--- src/rtl/scbp_pkg.sv ---
`timescale 1ns / 1ps
// ----------------------------------------------------------------------------
// scbp_pkg
// Pool geometry, class table, status codes and link helpers for the
// size class buffer pool.
// ----------------------------------------------------------------------------
package scbp_pkg;

  localparam int COUNT_64    = 8;
  localparam int COUNT_128   = 4;
  localparam int COUNT_256   = 4;
  localparam int COUNT_512   = 4;
  localparam int COUNT_1024  = 1;
  localparam int NUM_CLASSES = 5;
  localparam int MAX_CLASSES = 5;

  localparam int CLASS_COUNT [MAX_CLASSES] = '{COUNT_64, COUNT_128, COUNT_256,
                                               COUNT_512, COUNT_1024};
  localparam int CLASS_SIZE  [MAX_CLASSES] = '{64, 128, 256, 512, 1024};

  // payload widths
  localparam int SIZE_W   = 12;
  localparam int HANDLE_W = 5;
  localparam int GRANT_W  = 11;
  localparam int STAT_W   = 2;

  localparam logic [STAT_W-1:0] ST_OK         = 2'd0;
  localparam logic [STAT_W-1:0] ST_NO_FIT     = 2'd1;
  localparam logic [STAT_W-1:0] ST_BAD_INDEX  = 2'd2;
  localparam logic [STAT_W-1:0] ST_NOT_IN_USE = 2'd3;

  localparam logic MODE_ALLOC = 1'b0;
  localparam logic MODE_FREE  = 1'b1;

  // first buffer number of class c
  function automatic int class_start(input int c);
    int base;
    base = 0;
    for (int k = 0; k < NUM_CLASSES; k++) begin
      if (k < c) base = base + CLASS_COUNT[k];
    end
    return base;
  endfunction

  localparam int TOTAL_BUFS = class_start(NUM_CLASSES);
  localparam int DEPTH      = (TOTAL_BUFS > 0) ? TOTAL_BUFS : 1;
  localparam int IDX_W      = (DEPTH > 1) ? $clog2(DEPTH) : 1;
  localparam int CLS_W      = (NUM_CLASSES > 1) ? $clog2(NUM_CLASSES) : 1;

  typedef struct packed {
    logic             vld;
    logic [IDX_W-1:0] idx;
  } link_t;

  // highest class whose start is not above idx
  function automatic logic [CLS_W-1:0] class_of(input logic [IDX_W-1:0] idx);
    logic [CLS_W-1:0] cls;
    cls = '0;
    for (int c = 0; c < NUM_CLASSES; c++) begin
      if (int'(idx) >= class_start(c)) cls = CLS_W'(c);
    end
    return cls;
  endfunction

  // link value of an entry that was never written
  function automatic link_t link_init(input logic [IDX_W-1:0] idx);
    link_t lk;
    lk.vld = 1'b0;
    lk.idx = '0;
    if (int'(idx) != class_start(int'(class_of(idx)))) begin
      lk.vld = 1'b1;
      lk.idx = idx - IDX_W'(1);
    end
    return lk;
  endfunction

  function automatic link_t head_init(input int c);
    link_t lk;
    lk.vld = (CLASS_COUNT[c] > 0);
    lk.idx = lk.vld ? IDX_W'(class_start(c) + CLASS_COUNT[c] - 1) : '0;
    return lk;
  endfunction

endpackage

--- src/rtl/size_class_buffer_pool_unit.sv ---
`timescale 1ns / 1ps
// ----------------------------------------------------------------------------
// size_class_buffer_pool_unit
// Segregated free list allocator: five LIFO lists of 64 to 1024 byte buffers.
// ----------------------------------------------------------------------------
// A request is taken in the idle state while the link_mem memory is read
// into rdata_r; the list update and the result register load happen in the
// execute state, from that registered read data. Allocate pops the head of
// the first non-empty class big enough for req_size; free pushes the buffer
// back on the head of its own class. in_stall is high while a request is in
// flight, and the execute state waits as long as an earlier result is still
// held by out_stall. No clearing pass is needed after reset.
module size_class_buffer_pool_unit (
  input  logic                           clk,
  input  logic                           rst_n,
  input  logic                           in_valid,
  output logic                           in_stall,
  input  logic                           in_mode,
  input  logic [scbp_pkg::SIZE_W-1:0]    in_req_size,
  input  logic [scbp_pkg::HANDLE_W-1:0]  in_buf_handle,
  output logic                           out_valid,
  input  logic                           out_stall,
  output logic [scbp_pkg::STAT_W-1:0]    out_status,
  output logic [scbp_pkg::HANDLE_W-1:0]  out_handle,
  output logic [scbp_pkg::GRANT_W-1:0]   out_granted_size
);
  import scbp_pkg::*;

  localparam logic S_IDLE = 1'b0;
  localparam logic S_EXEC = 1'b1;

  logic state_r;

  // list state
  link_t      head_r    [NUM_CLASSES];
  logic       in_use_r  [DEPTH];
  logic       written_r [DEPTH];
  link_t      link_mem  [DEPTH];
  link_t      rdata_r;

  // request held for the execute state
  logic             mode_r;
  logic             found_r;
  logic             range_ok_r;
  logic [CLS_W-1:0] cls_r;
  logic [IDX_W-1:0] bidx_r;

  logic                out_valid_r;
  logic [STAT_W-1:0]   status_r;
  logic [HANDLE_W-1:0] handle_r;
  logic [GRANT_W-1:0]  grant_r;

  logic             accept;
  logic             exec_fire;
  logic             found;
  logic [CLS_W-1:0] sel_cls;
  logic             range_ok;
  logic [IDX_W-1:0] free_idx;
  logic [IDX_W-1:0] raddr;
  link_t            head_nxt;
  logic             alloc_ok;
  logic             free_ok;
  logic             mem_we;

  assign in_stall  = (state_r != S_IDLE);
  assign accept    = in_valid && !in_stall;
  assign exec_fire = (state_r == S_EXEC) && (!out_valid_r || !out_stall);

  // first fitting class with a free buffer
  always_comb begin
    found   = 1'b0;
    sel_cls = '0;
    for (int c = 0; c < NUM_CLASSES; c++) begin
      if (!found && (in_req_size != '0) && (int'(in_req_size) <= CLASS_SIZE[c]) &&
          head_r[c].vld) begin
        found   = 1'b1;
        sel_cls = CLS_W'(c);
      end
    end
  end

  assign range_ok = (int'(in_buf_handle) < TOTAL_BUFS);
  assign free_idx = IDX_W'(in_buf_handle);
  assign raddr    = (in_mode == MODE_FREE) ? free_idx : head_r[sel_cls].idx;

  // popped buffer's successor, reset order if never linked
  assign head_nxt = written_r[bidx_r] ? rdata_r : link_init(bidx_r);
  assign alloc_ok = (mode_r == MODE_ALLOC) && found_r;
  assign free_ok  = (mode_r == MODE_FREE) && range_ok_r && in_use_r[bidx_r];
  assign mem_we   = exec_fire && free_ok;

  always_ff @(posedge clk) begin
    if (mem_we) link_mem[bidx_r] <= head_r[cls_r];
    if (accept) rdata_r <= link_mem[raddr];
  end

  always_ff @(posedge clk) begin
    if (accept) begin
      mode_r     <= in_mode;
      found_r    <= found;
      range_ok_r <= range_ok;
      cls_r      <= (in_mode == MODE_FREE) ? class_of(free_idx) : sel_cls;
      bidx_r     <= raddr;
    end
    if (exec_fire) begin
      status_r <= ST_OK;
      handle_r <= '0;
      grant_r  <= '0;
      if (mode_r == MODE_ALLOC) begin
        if (found_r) begin
          handle_r <= HANDLE_W'(bidx_r);
          grant_r  <= GRANT_W'(CLASS_SIZE[cls_r]);
        end else begin
          status_r <= ST_NO_FIT;
        end
      end else if (!range_ok_r) begin
        status_r <= ST_BAD_INDEX;
      end else if (!in_use_r[bidx_r]) begin
        status_r <= ST_NOT_IN_USE;
      end
    end
  end

  always_ff @(posedge clk) begin
    if (!rst_n) begin
      state_r     <= S_IDLE;
      out_valid_r <= 1'b0;
      for (int c = 0; c < NUM_CLASSES; c++) head_r[c] <= head_init(c);
      for (int i = 0; i < DEPTH; i++) begin
        in_use_r[i]  <= 1'b0;
        written_r[i] <= 1'b0;
      end
    end else begin
      if (out_valid_r && !out_stall) out_valid_r <= 1'b0;
      if (accept) state_r <= S_EXEC;
      if (exec_fire) begin
        state_r     <= S_IDLE;
        out_valid_r <= 1'b1;
        if (alloc_ok) begin
          head_r[cls_r]    <= head_nxt;
          in_use_r[bidx_r] <= 1'b1;
        end
        if (free_ok) begin
          head_r[cls_r].vld <= 1'b1;
          head_r[cls_r].idx <= bidx_r;
          in_use_r[bidx_r]  <= 1'b0;
          written_r[bidx_r] <= 1'b1;
        end
      end
    end
  end

  assign out_valid        = out_valid_r;
  assign out_status       = status_r;
  assign out_handle       = handle_r;
  assign out_granted_size = grant_r;

`ifndef SYNTH
  a_accept_to_exec: assert property (@(posedge clk) disable iff (!rst_n)
    accept |=> (state_r == S_EXEC))
    else $error("request not taken into execute");

  a_exec_waits: assert property (@(posedge clk) disable iff (!rst_n)
    (state_r == S_EXEC) && out_valid_r && out_stall |=> (state_r == S_EXEC))
    else $error("held result overwritten");

  a_alloc_marks: assert property (@(posedge clk) disable iff (!rst_n)
    exec_fire && alloc_ok |=> in_use_r[bidx_r])
    else $error("allocated buffer not marked in use");

  a_fail_zero: assert property (@(posedge clk) disable iff (!rst_n)
    out_valid_r && (status_r != ST_OK) |-> (handle_r == '0) && (grant_r == '0))
    else $error("failed request carries a buffer");
`endif

endmodule
--- config.mk ---
export PLATFORM = sky130hd
export DESIGN_NAME = size_class_buffer_pool_unit
export DESIGN_NICKNAME = d
export VERILOG_FILES = /design/src/rtl/scbp_pkg.sv /design/src/rtl/size_class_buffer_pool_unit.sv
export SDC_FILE = /design/constraint.sdc
export NUM_CORES = 1
export LEC_CHECK = 0
export CORE_MARGIN = 4
export CORE_UTILIZATION = 23
export CTS_CLUSTER_SIZE = 28
export DETAILED_ROUTE_END_ITERATION = 16
export DONT_BUFFER_PORTS = 1
export PLACE_DENSITY_LB_ADDON = 0.05
export REMOVE_ABC_BUFFERS = 1
export SLEW_MARGIN = 20
export SYNTH_ARGS = -nofsm -noshare
export SYNTH_HDL_FRONTEND = slang
export SYNTH_SLANG_ARGS = --single-unit
--- constraint.sdc ---
create_clock -name clk -period 4.8 [get_ports clk]
set_input_delay 0.48 -clock clk [delete_from_list [all_inputs] [get_ports clk]]
set_output_delay 0.48 -clock clk [all_outputs]
set_load 0.02 [all_outputs]
### Yosys cells after proc, flatten, opt, wreduce, memory -nomap -nowiden

Memories as Yosys holds them, arrays and structs flattened. A register that Yosys moved wholly into a read port is not among the register bits.
Cells that the tools add are included.

* register bits: 20
* memory bits (writable): 198
* ROM bits: 256
* bits of input ports: 22
* memories kept: 5

* add/subtract/negate cells: 16
* $lt $le $gt $ge: 19
* equality and inequality tests: 1
* multiplexer cells: 65
* bitwise operators: 7
* reduce and logical (&&, ||, !) cells: 36

Memories
* (name not given): words 8, bits a word 32, read ports 1, clocked after memory_dff 1, wr ports 0, RTL line size_class_buffer_pool_unit.sv:112 `grant_r <= GRANT_W'(CLASS_SIZE[cls_r]);`
* link_mem: words 21, bits a word 6, read ports 1, clocked after memory_dff 1, wr ports 1, RTL line size_class_buffer_pool_unit.sv:38 `link_t link_mem [DEPTH];`
* head_r: words 5, bits a word 6, read ports 7, clocked after memory_dff 1, wr ports 5, RTL line size_class_buffer_pool_unit.sv:35 `link_t head_r [NUM_CLASSES];`
* in_use_r: words 21, bits a word 1, read ports 1, clocked after memory_dff 1, wr ports 21, RTL line size_class_buffer_pool_unit.sv:36 `logic in_use_r [DEPTH];`
* written_r: words 21, bits a word 1, read ports 1, clocked after memory_dff 1, wr ports 21, RTL line size_class_buffer_pool_unit.sv:37 `logic written_r [DEPTH];`

Operators by type and width (count)
* $mux W32: 8
* $add A32 B4 Y32 const B: 6
* $ge A6 B32 Y1: 4
* $mux W5: 10
* $add A32 B2 Y32 const B: 1
* $ne A6 B32 Y1: 1
* $mux W1: 27
* $mux W3: 8
* $logic_and A1 B1 Y1: 21
* $sub A5 B2 Y5 const B: 4
* $mux W6: 3
* $mux W2: 8
* $add A5 B4 Y5 const B: 3
* $le A12 B10 Y1 const B: 1
* $le A12 B11 Y1 const B: 1
* $le A12 B7 Y1 const B: 1
* $le A12 B8 Y1 const B: 1
* $le A12 B9 Y1 const B: 1
* $reduce_bool A12 Y1: 1
* $ge A5 B4 Y1 const B: 2
* $ge A5 B5 Y1 const B: 2
* $logic_not A1 Y1: 7
* $lt A1 B3 Y1 const A: 2
* $lt A2 B3 Y1 const A: 2
* 13 further kinds: 19

### Longest topological paths before layout

Gate-level depths: netlist of run 1.
An unclocked memory read counts as a cell.

* word-level depth: 27
* mapped depth: 14
* mapped depth without buffers: 11

### Worst setup path after synthesis of run 1

No wires, ideal clock.

* path kind: input-to-reg
* from: input port in_req_size[3] in the netlist's numbering
* to: register, netlist name rdata_r[4]
* arrival time: 3212 ps
* slack: 1321 ps
* stages on the path: 13
* buffers on the path: 3
* path through: or4_4 > buf_6 > o21a_4 > o21ai_1 > a2bb2oi_2 > and2_4 > buf_6 > buf_6 > mux2_4 > a2111oi_2 > a211oi_1 > a311oi_1 > nand4_1

* word-level cells in the longest chain between the ends: 26

Ends and longest elaborated chain
* from (decl): RTL line size_class_buffer_pool_unit.sv:19 `input logic [scbp_pkg::SIZE_W-1:0] in_req_size,`
* $le A12 B7 Y1 or $reduce_bool A12 Y1 (tied branches): RTL line size_class_buffer_pool_unit.sv:74 `if (!found && (in_req_size != '0) && (int'(in_req_size) <= CLASS_SIZE[c]) &&`
* $logic_and A1 B1 Y1 (2 in a row): RTL line size_class_buffer_pool_unit.sv:74
* $mux W1: RTL line size_class_buffer_pool_unit.sv:74
* $logic_not A1 Y1: RTL line size_class_buffer_pool_unit.sv:74
* $logic_and A1 B1 Y1 (3 in a row): RTL line size_class_buffer_pool_unit.sv:74
* $mux W1: RTL line size_class_buffer_pool_unit.sv:74
* $logic_not A1 Y1: RTL line size_class_buffer_pool_unit.sv:74
* $logic_and A1 B1 Y1 (3 in a row): RTL line size_class_buffer_pool_unit.sv:74
* $mux W1: RTL line size_class_buffer_pool_unit.sv:74
* $logic_not A1 Y1: RTL line size_class_buffer_pool_unit.sv:74
* $logic_and A1 B1 Y1 (3 in a row): RTL line size_class_buffer_pool_unit.sv:74
* $mux W1: RTL line size_class_buffer_pool_unit.sv:74
* $logic_not A1 Y1: RTL line size_class_buffer_pool_unit.sv:74
* $logic_and A1 B1 Y1 (3 in a row): RTL line size_class_buffer_pool_unit.sv:74
* $mux W3 (*): RTL line size_class_buffer_pool_unit.sv:74
* $mem_v2 Z5 W6 (*)
* $mux W5 (*): RTL line size_class_buffer_pool_unit.sv:84 `assign raddr = (in_mode == MODE_FREE) ? free_idx : head_r[sel_cls].idx;`

Every way passes the cells marked *; elsewhere a longest branch is shown, timed or not.
A chain may end at the register's enable or synchronous reset.

### Worst setup path after layout of run 1

* from: input port in_req_size[3] in the netlist's numbering
* to: register, netlist name rdata_r[4]

* word-level cells in the longest chain between the ends: 26

Ends and longest elaborated chain
* $le A12 B7 Y1 or $reduce_bool A12 Y1 (tied branches): RTL line size_class_buffer_pool_unit.sv:74
* $logic_and A1 B1 Y1 (2 in a row): RTL line size_class_buffer_pool_unit.sv:74
* $mux W1: RTL line size_class_buffer_pool_unit.sv:74
* $logic_not A1 Y1: RTL line size_class_buffer_pool_unit.sv:74
* $logic_and A1 B1 Y1 (3 in a row): RTL line size_class_buffer_pool_unit.sv:74
* $mux W1: RTL line size_class_buffer_pool_unit.sv:74
* $logic_not A1 Y1: RTL line size_class_buffer_pool_unit.sv:74
* $logic_and A1 B1 Y1 (3 in a row): RTL line size_class_buffer_pool_unit.sv:74
* (+2 left out)
* $logic_and A1 B1 Y1 (3 in a row): RTL line size_class_buffer_pool_unit.sv:74
* $mux W1: RTL line size_class_buffer_pool_unit.sv:74
* $logic_not A1 Y1: RTL line size_class_buffer_pool_unit.sv:74
* $logic_and A1 B1 Y1 (3 in a row): RTL line size_class_buffer_pool_unit.sv:74
* $mux W3 (*): RTL line size_class_buffer_pool_unit.sv:74
* $mem_v2 Z5 W6 (*)
* $mux W5 (*): RTL line size_class_buffer_pool_unit.sv:84
* net raddr[0]: RTL line size_class_buffer_pool_unit.sv:59 `logic [IDX_W-1:0] raddr;`

The timed path passes the listed nets; every way through them passes the cells marked *.

==> impl_metrics.ini, run 1 <==
[outcome]
status = complete, no violations

[grt]
grt.total_usage_pct = 15.7
grt_overflow_total = 0
grt_start_max_net_pins = 68
grt_pass1_vias = 11300
antenna_found_initial = 0
grt_pass1_wl_mm = 82.8

[yosys]
ys_types = 90
syn_area_um2 = 15500
synth_top_area_share_pct = 41.3
synth_edf_count = 214
synthFlopType = edfxtp_1
ys_top_cells_by_count = edfxtp_1 (214), nand2_1 (107), mux2i_1 (100), mux2_2 (87), nor2_1 (68)
yosysMostFrequentCell = edfxtp_1
ys_warn_count = 0
syn_inst = 1342
yosysTopAreaCell = edfxtp_1
avgSynthCellArea_um2 = 11.6
yosysSeqAreaShare_pct = 49.4
synthTopCellsByArea = edfxtp_1 (41%), dfxtp_1 (8.1%), mux2i_1 (6.4%)
async_flop_share_pct = 0
ys_ff_latch = 277

[power]
switchingPower_mw = 1.68
power.density_nw_per_um2 = 346
ir_worst_vdd_uv = 197
p_seq_share_pct = 44.1
swShare_pct = 27.2
p_leak_nw = 5.87
p_comb_share_pct = 11.4
pwr-share-clk_pct = 44.4
p_int_mw = 4.50

[clock_network]
cts-root-buf = clkbuf_16
cts_tree = done
cts_buffers = 37
cts_setup_buffers = 0
clockBufferDepth = 3
clk_latency_ns = 0.56
cts.repair.resized = 0
clkSinkCount = 277
clk_pin_slew_ns = 0.06
cts_hold_buffers = 2
htreeDepth = 2

[sta]
rsz0062_at_grt = no
fmax_mhz = 256
setup_ws_ns = 0.891
hold_viol = 0
setup_viol = 0
fin_skew_ns = 0.0273
tightest_slew_ns = 1.11
min_period_ns = 3.91
slew_violations = 0
finalCritPeriodShare_pct = 81.4
slew_headroom_pct = 26.0
timing.hold.ws_ns = 0.0514

[route]
num_vias = 11300
drc = 0
ant_nets = 0
drtIter0Drc = 746
routed_wl_mm = 56.9
avgRoutedWirePerCell_um = 25.3
firstDrtPassIters = 5
via_per_inst = 5.01

[critical_path]
path_depth = 12
start_kind = primary input
path_cells = or4_4, nor3_2, o211ai_2, a211o_1, a211oi_1, o31a_1, buf_4, inv_2, nand4b_1, a211oi_1, a311oi_1, nand4_1
crit_buf_inv = 2
arrival_ns = 4.20
path_delay_family = compound AO/OA/AOI/OAI gates
endpoint_kind = register
reg2reg_depth = 10
critPathKind = primary input to register
path_max_fanout = 28
max_stage_delay_ns = 0.63
path_common_cell = a211oi_1
worstPathRequired_ns = 5.09
cp_slowest_cell = or4_4

[placed_design]
hpwl_mm = 37.5
gp_congestion = 0.747
place_ws_ns = 0.388
dp_cells = 2177
io_buffers = 0

[die]
floorplan.die_area_um2 = 71800
core_um2 = 67000
die_w_um = 268
core.rowCount = 95
pin_count = 42
die_y_um = 268
start_util_pct = 23.2

[final_layout]
area_growth_pct = 15.0
stdcell_count = 2247
final_nets = 1372
post-route-util_pct = 26.7
nFillCells = 7089
drive_above_1_share_pct = 20.6

[worst_hold_path]
whs_path_depth = 1
hp-class = primary input to register

[run]
max_cap_violations = 0
[area by class of cell]
cell class / count / area, um2 / share of cell area, %
antenna: 2 / 5.00 / 0.0280
clock buffer: 50 / 1020 / 5.68
sequential: 277 / 7690 / 43.0
inverter: 21 / 80.1 / 0.448
multi-input combinational: 944 / 7330 / 41.0
tap: 873 / 1090 / 6.11
timing repair buffer: 64 / 523 / 2.92
clock inverter: 16 / 156 / 0.874
[logic make-up after synthesis]
logic type                 share of synthesized area (%)
and+or+nand+nor                                     11.5
AOI/OAI and AO/OA                                   15.6
DFF                                                 49.4
muxes                                               19.2
buffers and inverters                               3.69
adders and majority gates                          0.402
xor gates and xnor gates                           0.113
other                                             0.0241
[routing by layer]
metal / share of wire [%] / routed length [um] / GRT usage (%) / vias up
met5: 0 / 0 / 0 / -
met4: 2.3 / 1320 / 4.35 / 0
met3: 3.8 / 2190 / 2.33 / 69
met2: 46 / 25900 / 25.0 / 241
met1: 48 / 27500 / 22.3 / 5705
li1: - / - / - / 5249
[stage by stage]
stage / TNS [ns] / power (mW) / area [um2]
CTS: 0 / 6.31 / 17900
global placement: 0 / 3.51 / 16700
global route: 0 / 6.44 / 17900
finish: 0 / 6.19 / 17900
floorplan: -0.0520 / 3.17 / 15100
detailed placement: 0 / 3.50 / 16700
[worst paths after layout]
check / start / end / slack [ns]
setup reg to reg: head_r[2][5] / rdata_r[2] / 0.91
hold / removal: rst_n / written_r[9] / 0.05
setup / recovery: in_req_size[3] / rdata_r[4] / 0.89
hold reg to reg: written_r[21] / written_r[21] / 0.43
[worst reg2reg max path: stages, from the launching register on]
cell and delay (ns):
edfxtp_1 0.45, a221o_1 0.43, a21oi_4 0.29, a2bb2oi_2 0.22, and2_4 0.41, buf_12 0.27, mux2_1 0.36, a221oi_1 0.25
o211ai_1 0.19, a311oi_1 0.57, nand4_1 0.18
[power groups by stage]
stage / Combinational (mW) / Sequential (mW) / Clock [mW]
2_1_floorplan: 0.399 / 2.77 / 0
4_1_cts: 0.725 / 2.73 / 2.85
3_5_place_dp: 0.719 / 2.78 / 0
5_1_grt: 0.766 / 2.74 / 2.94
6_report: 0.708 / 2.73 / 2.75
3_3_place_gp: 0.725 / 2.78 / 0
[placed cells by master (no fill, tap or decap), types with 6 or more instances in the layout]
cell / synthesis / routed
buf_4: 9 / 59
a21oi_1: 32 / 32
a221oi_1: 29 / 29
mux2_4: 6 / 6
and3_1: 10 / 10
inv_1: 17 / 17
nor3_1: 47 / 47
mux2i_1: 100 / 100
dfxtp_1: 63 / 63
nand3b_1: 7 / 7
clkinv_2: 1 / 10
clkbuf_16: 0 / 38
a31oi_1: 9 / 9
a311oi_1: 10 / 10
a21boi_0: 20 / 19
nand3_1: 47 / 47
mux4_2: 32 / 32
o211ai_1: 20 / 20
nand2b_1: 10 / 10
clkbuf_1: 61 / 10
o21a_1: 23 / 23
conb_1: 1 / 6
nor2_1: 68 / 66
edfxtp_1: 214 / 214
o22ai_1: 21 / 21
mux2_2: 87 / 87
a211oi_1: 20 / 20
nor2b_1: 9 / 9
nand4_1: 6 / 6
mux2_1: 17 / 17
a2111oi_0: 10 / 10
o221ai_1: 7 / 7
o21ai_0: 57 / 57
a21o_1: 7 / 7
nand2_1: 107 / 107
and2_1: 22 / 22
[flip-flops by register name (all words and copies together), names as in the netlist, named ones only]
signal / cells
out_granted_size: 5
link_mem: 126
out_status: 2
found_r: 1
in_use_r: 32
out_valid: 1
mode_r: 1
cls_r: 3
written_r: 32
in_stall: 1
rdata_r: 6
range_ok_r: 1
out_handle: 5
head_r: 48
bidx_r: 5
No activity file was read; power rests on OpenSTA's default activity.
==> run 2, diff against run 1 <==
Clock period 4.8 ns to 3.71 ns, I/O delays scaled along.
==> run 2 against run 1 <==
Cell area up 6.6%; global-route usage up 0.51 points; final cell count grew 5.1%; setup slack worse by 0.72 ns; via count is 3.7% higher; utilization increased by 1.8 points; clock skew is 0.016 ns lower; total power up 35%; critical path depth stayed put; non-clock buffer count up 115; clock power grew 35%; critical endpoint is now rdata_r[3].
==> impl_metrics.ini, run 2 (synthesis gave the netlist of run 1 again) <==
[clock_network]
htreeDepth = 2
cts-root-buf = clkbuf_16
clk_pin_slew_ns = 0.06
clockBufferDepth = 3
clk_latency_ns = 0.56
cts_buffers = 37
cts_tree = done
clkSinkCount = 277

[critical_path]
endpoint_kind = register
critPathKind = register to register
path_cells = a221o_1, a21oi_4, a2bb2oi_2, and2_4, buf_12, buf_4, mux2_4, a2111oi_1, buf_4, a211oi_1, a311oi_2, o211ai_1
path_delay_family = compound AO/OA/AOI/OAI gates
path_common_cell = buf_4
crit_buf_inv = 3
worstPathRequired_ns = 4.00
cp_slowest_cell = edfxtp_1
max_stage_delay_ns = 0.45
arrival_ns = 3.83
start_kind = register
path_max_fanout = 7

[die]
die_y_um = 268
die_w_um = 268
pin_count = 42
core.rowCount = 95
core_um2 = 67000
start_util_pct = 23.2
floorplan.die_area_um2 = 71800

[placed_design]
hpwl_mm = 40.4
io_buffers = 0
gp_congestion = 0.776
place_area_um2 = 17700
dp_cells = 2288

[route]
drtIter0Drc = 791
drc = 0
routed_wl_mm = 58.6
avgRoutedWirePerCell_um = 24.8
num_vias = 11700
via_per_inst = 4.94
firstDrtPassIters = 5
ant_nets = 0

[run]
max_cap_violations = 0

[power]
pwr-share-clk_pct = 44.5
swShare_pct = 26.5
p_int_mw = 6.14
switchingPower_mw = 2.21
power.density_nw_per_um2 = 437
p_comb_share_pct = 13.2
p_leak_nw = 6.53
ir_worst_vdd_uv = 244
p_seq_share_pct = 42.3

[final_layout]
area_growth_pct = 22.7
mostFrequentLayoutCell = edfxtp_1
drive_above_1_share_pct = 27.4
stdcell_count = 2362
seq_area_um2 = 7690
nFillCells = 6930
final_cell_mix = edfxtp_1 (214), buf_4 (157), nand2_1 (106)
multi_input_area_um2 = 7390
final_area_um2 = 19100
largest_register = link_mem
final_nets = 1487
largest_reg_flops = 126
diodes = 0
largestRegisters = link_mem: 126 flops, head_r: 48 flops
post-route-util_pct = 28.5

[sta]
rsz0062_at_grt = yes
setup_viol = 0
min_period_ns = 3.54
finalCritPeriodShare_pct = 95.3
fmax_mhz = 283
fin_skew_ns = 0.0113
slew_headroom_pct = 30.0
tightest_slew_ns = 1.05
hold_viol = 0
fin_setup_tns_ns = 0
slew_violations = 0

[grt]
grt_start_max_net_pins = 68
grt_overflow_total = 0
grt_pass1_vias = 12000
antenna_found_initial = 2
grt_pass1_wl_mm = 85.4
grt.total_usage_pct = 16.2

[worst_hold_path]
hp-class = primary input to register

[outcome]
status = complete, no violations
## run 2: changes by cell type in the layout (fill, tap and decap cells not counted), sizes merged, moves of 2 or more
cell / delta
bufinv: +2
clkinv: -3
buf: +114
clkbuf: +4
diode: -2
## run 2: layer usage
layer / share of wire (%) / wire length (um) / global-route usage, %
met5: 0.022 / 13 / 0
met1: 47 / 27700 / 22.4
met3: 3.4 / 2010 / 2.41
met4: 2.2 / 1300 / 4.18
met2: 47 / 27600 / 26.7
## run 2: power by group through the flow
stage | combinational [mW] | clock, mW | sequential [mW]
final | 1.11 | 3.71 | 3.53
after floorplan | 0.516 | 0 | 3.58
after global placement | 1.11 | 0 | 3.59
after detailed placement | 1.10 | 0 | 3.59
after global routing | 1.20 | 3.96 | 3.53
after CTS | 1.12 | 3.85 | 3.53
## run 2: cell type report
cell class | count | share of cell area (%)
inverter | 21 | 0.420
clock inverter | 14 | 1.04
multi-input combinational | 944 | 38.7
clock buffer | 54 | 5.46
sequential | 277 | 40.3
tap | 873 | 5.73
timing repair buffer | 179 | 8.33
## run 2: stage by stage
stage / hold slack (ns) / setup WS, ns / power [mW]
CTS: 0.107 / 0.0482 / 8.50
global placement: 0.413 / -0.393 / 4.71
detailed placement: 0.414 / -0.365 / 4.69
finish: 0.143 / 0.174 / 8.35
floorplan: 0.400 / -1.03 / 4.10
global route: 0.127 / -0.0124 / 8.69
## run 2: final timing paths
path                                     from       endpoint  slack (ns)  cells past startpoint
worst min register to register  written_r[22]  written_r[22]        0.42                      1
worst max-delay path             head_r[2][5]     rdata_r[3]        0.17                     12
worst min-delay path                    rst_n  written_r[13]        0.14                      2
worst max register to register   head_r[2][5]     rdata_r[3]        0.17                     12
## run 2: what timing repair did
item	CTS	global route
pin swaps	0	5
hold buffers	4	0
gates resized for setup	1	14
endpoints found under the setup margin	1	28
setup buffers	0	2
hold endpoints to repair	45	0
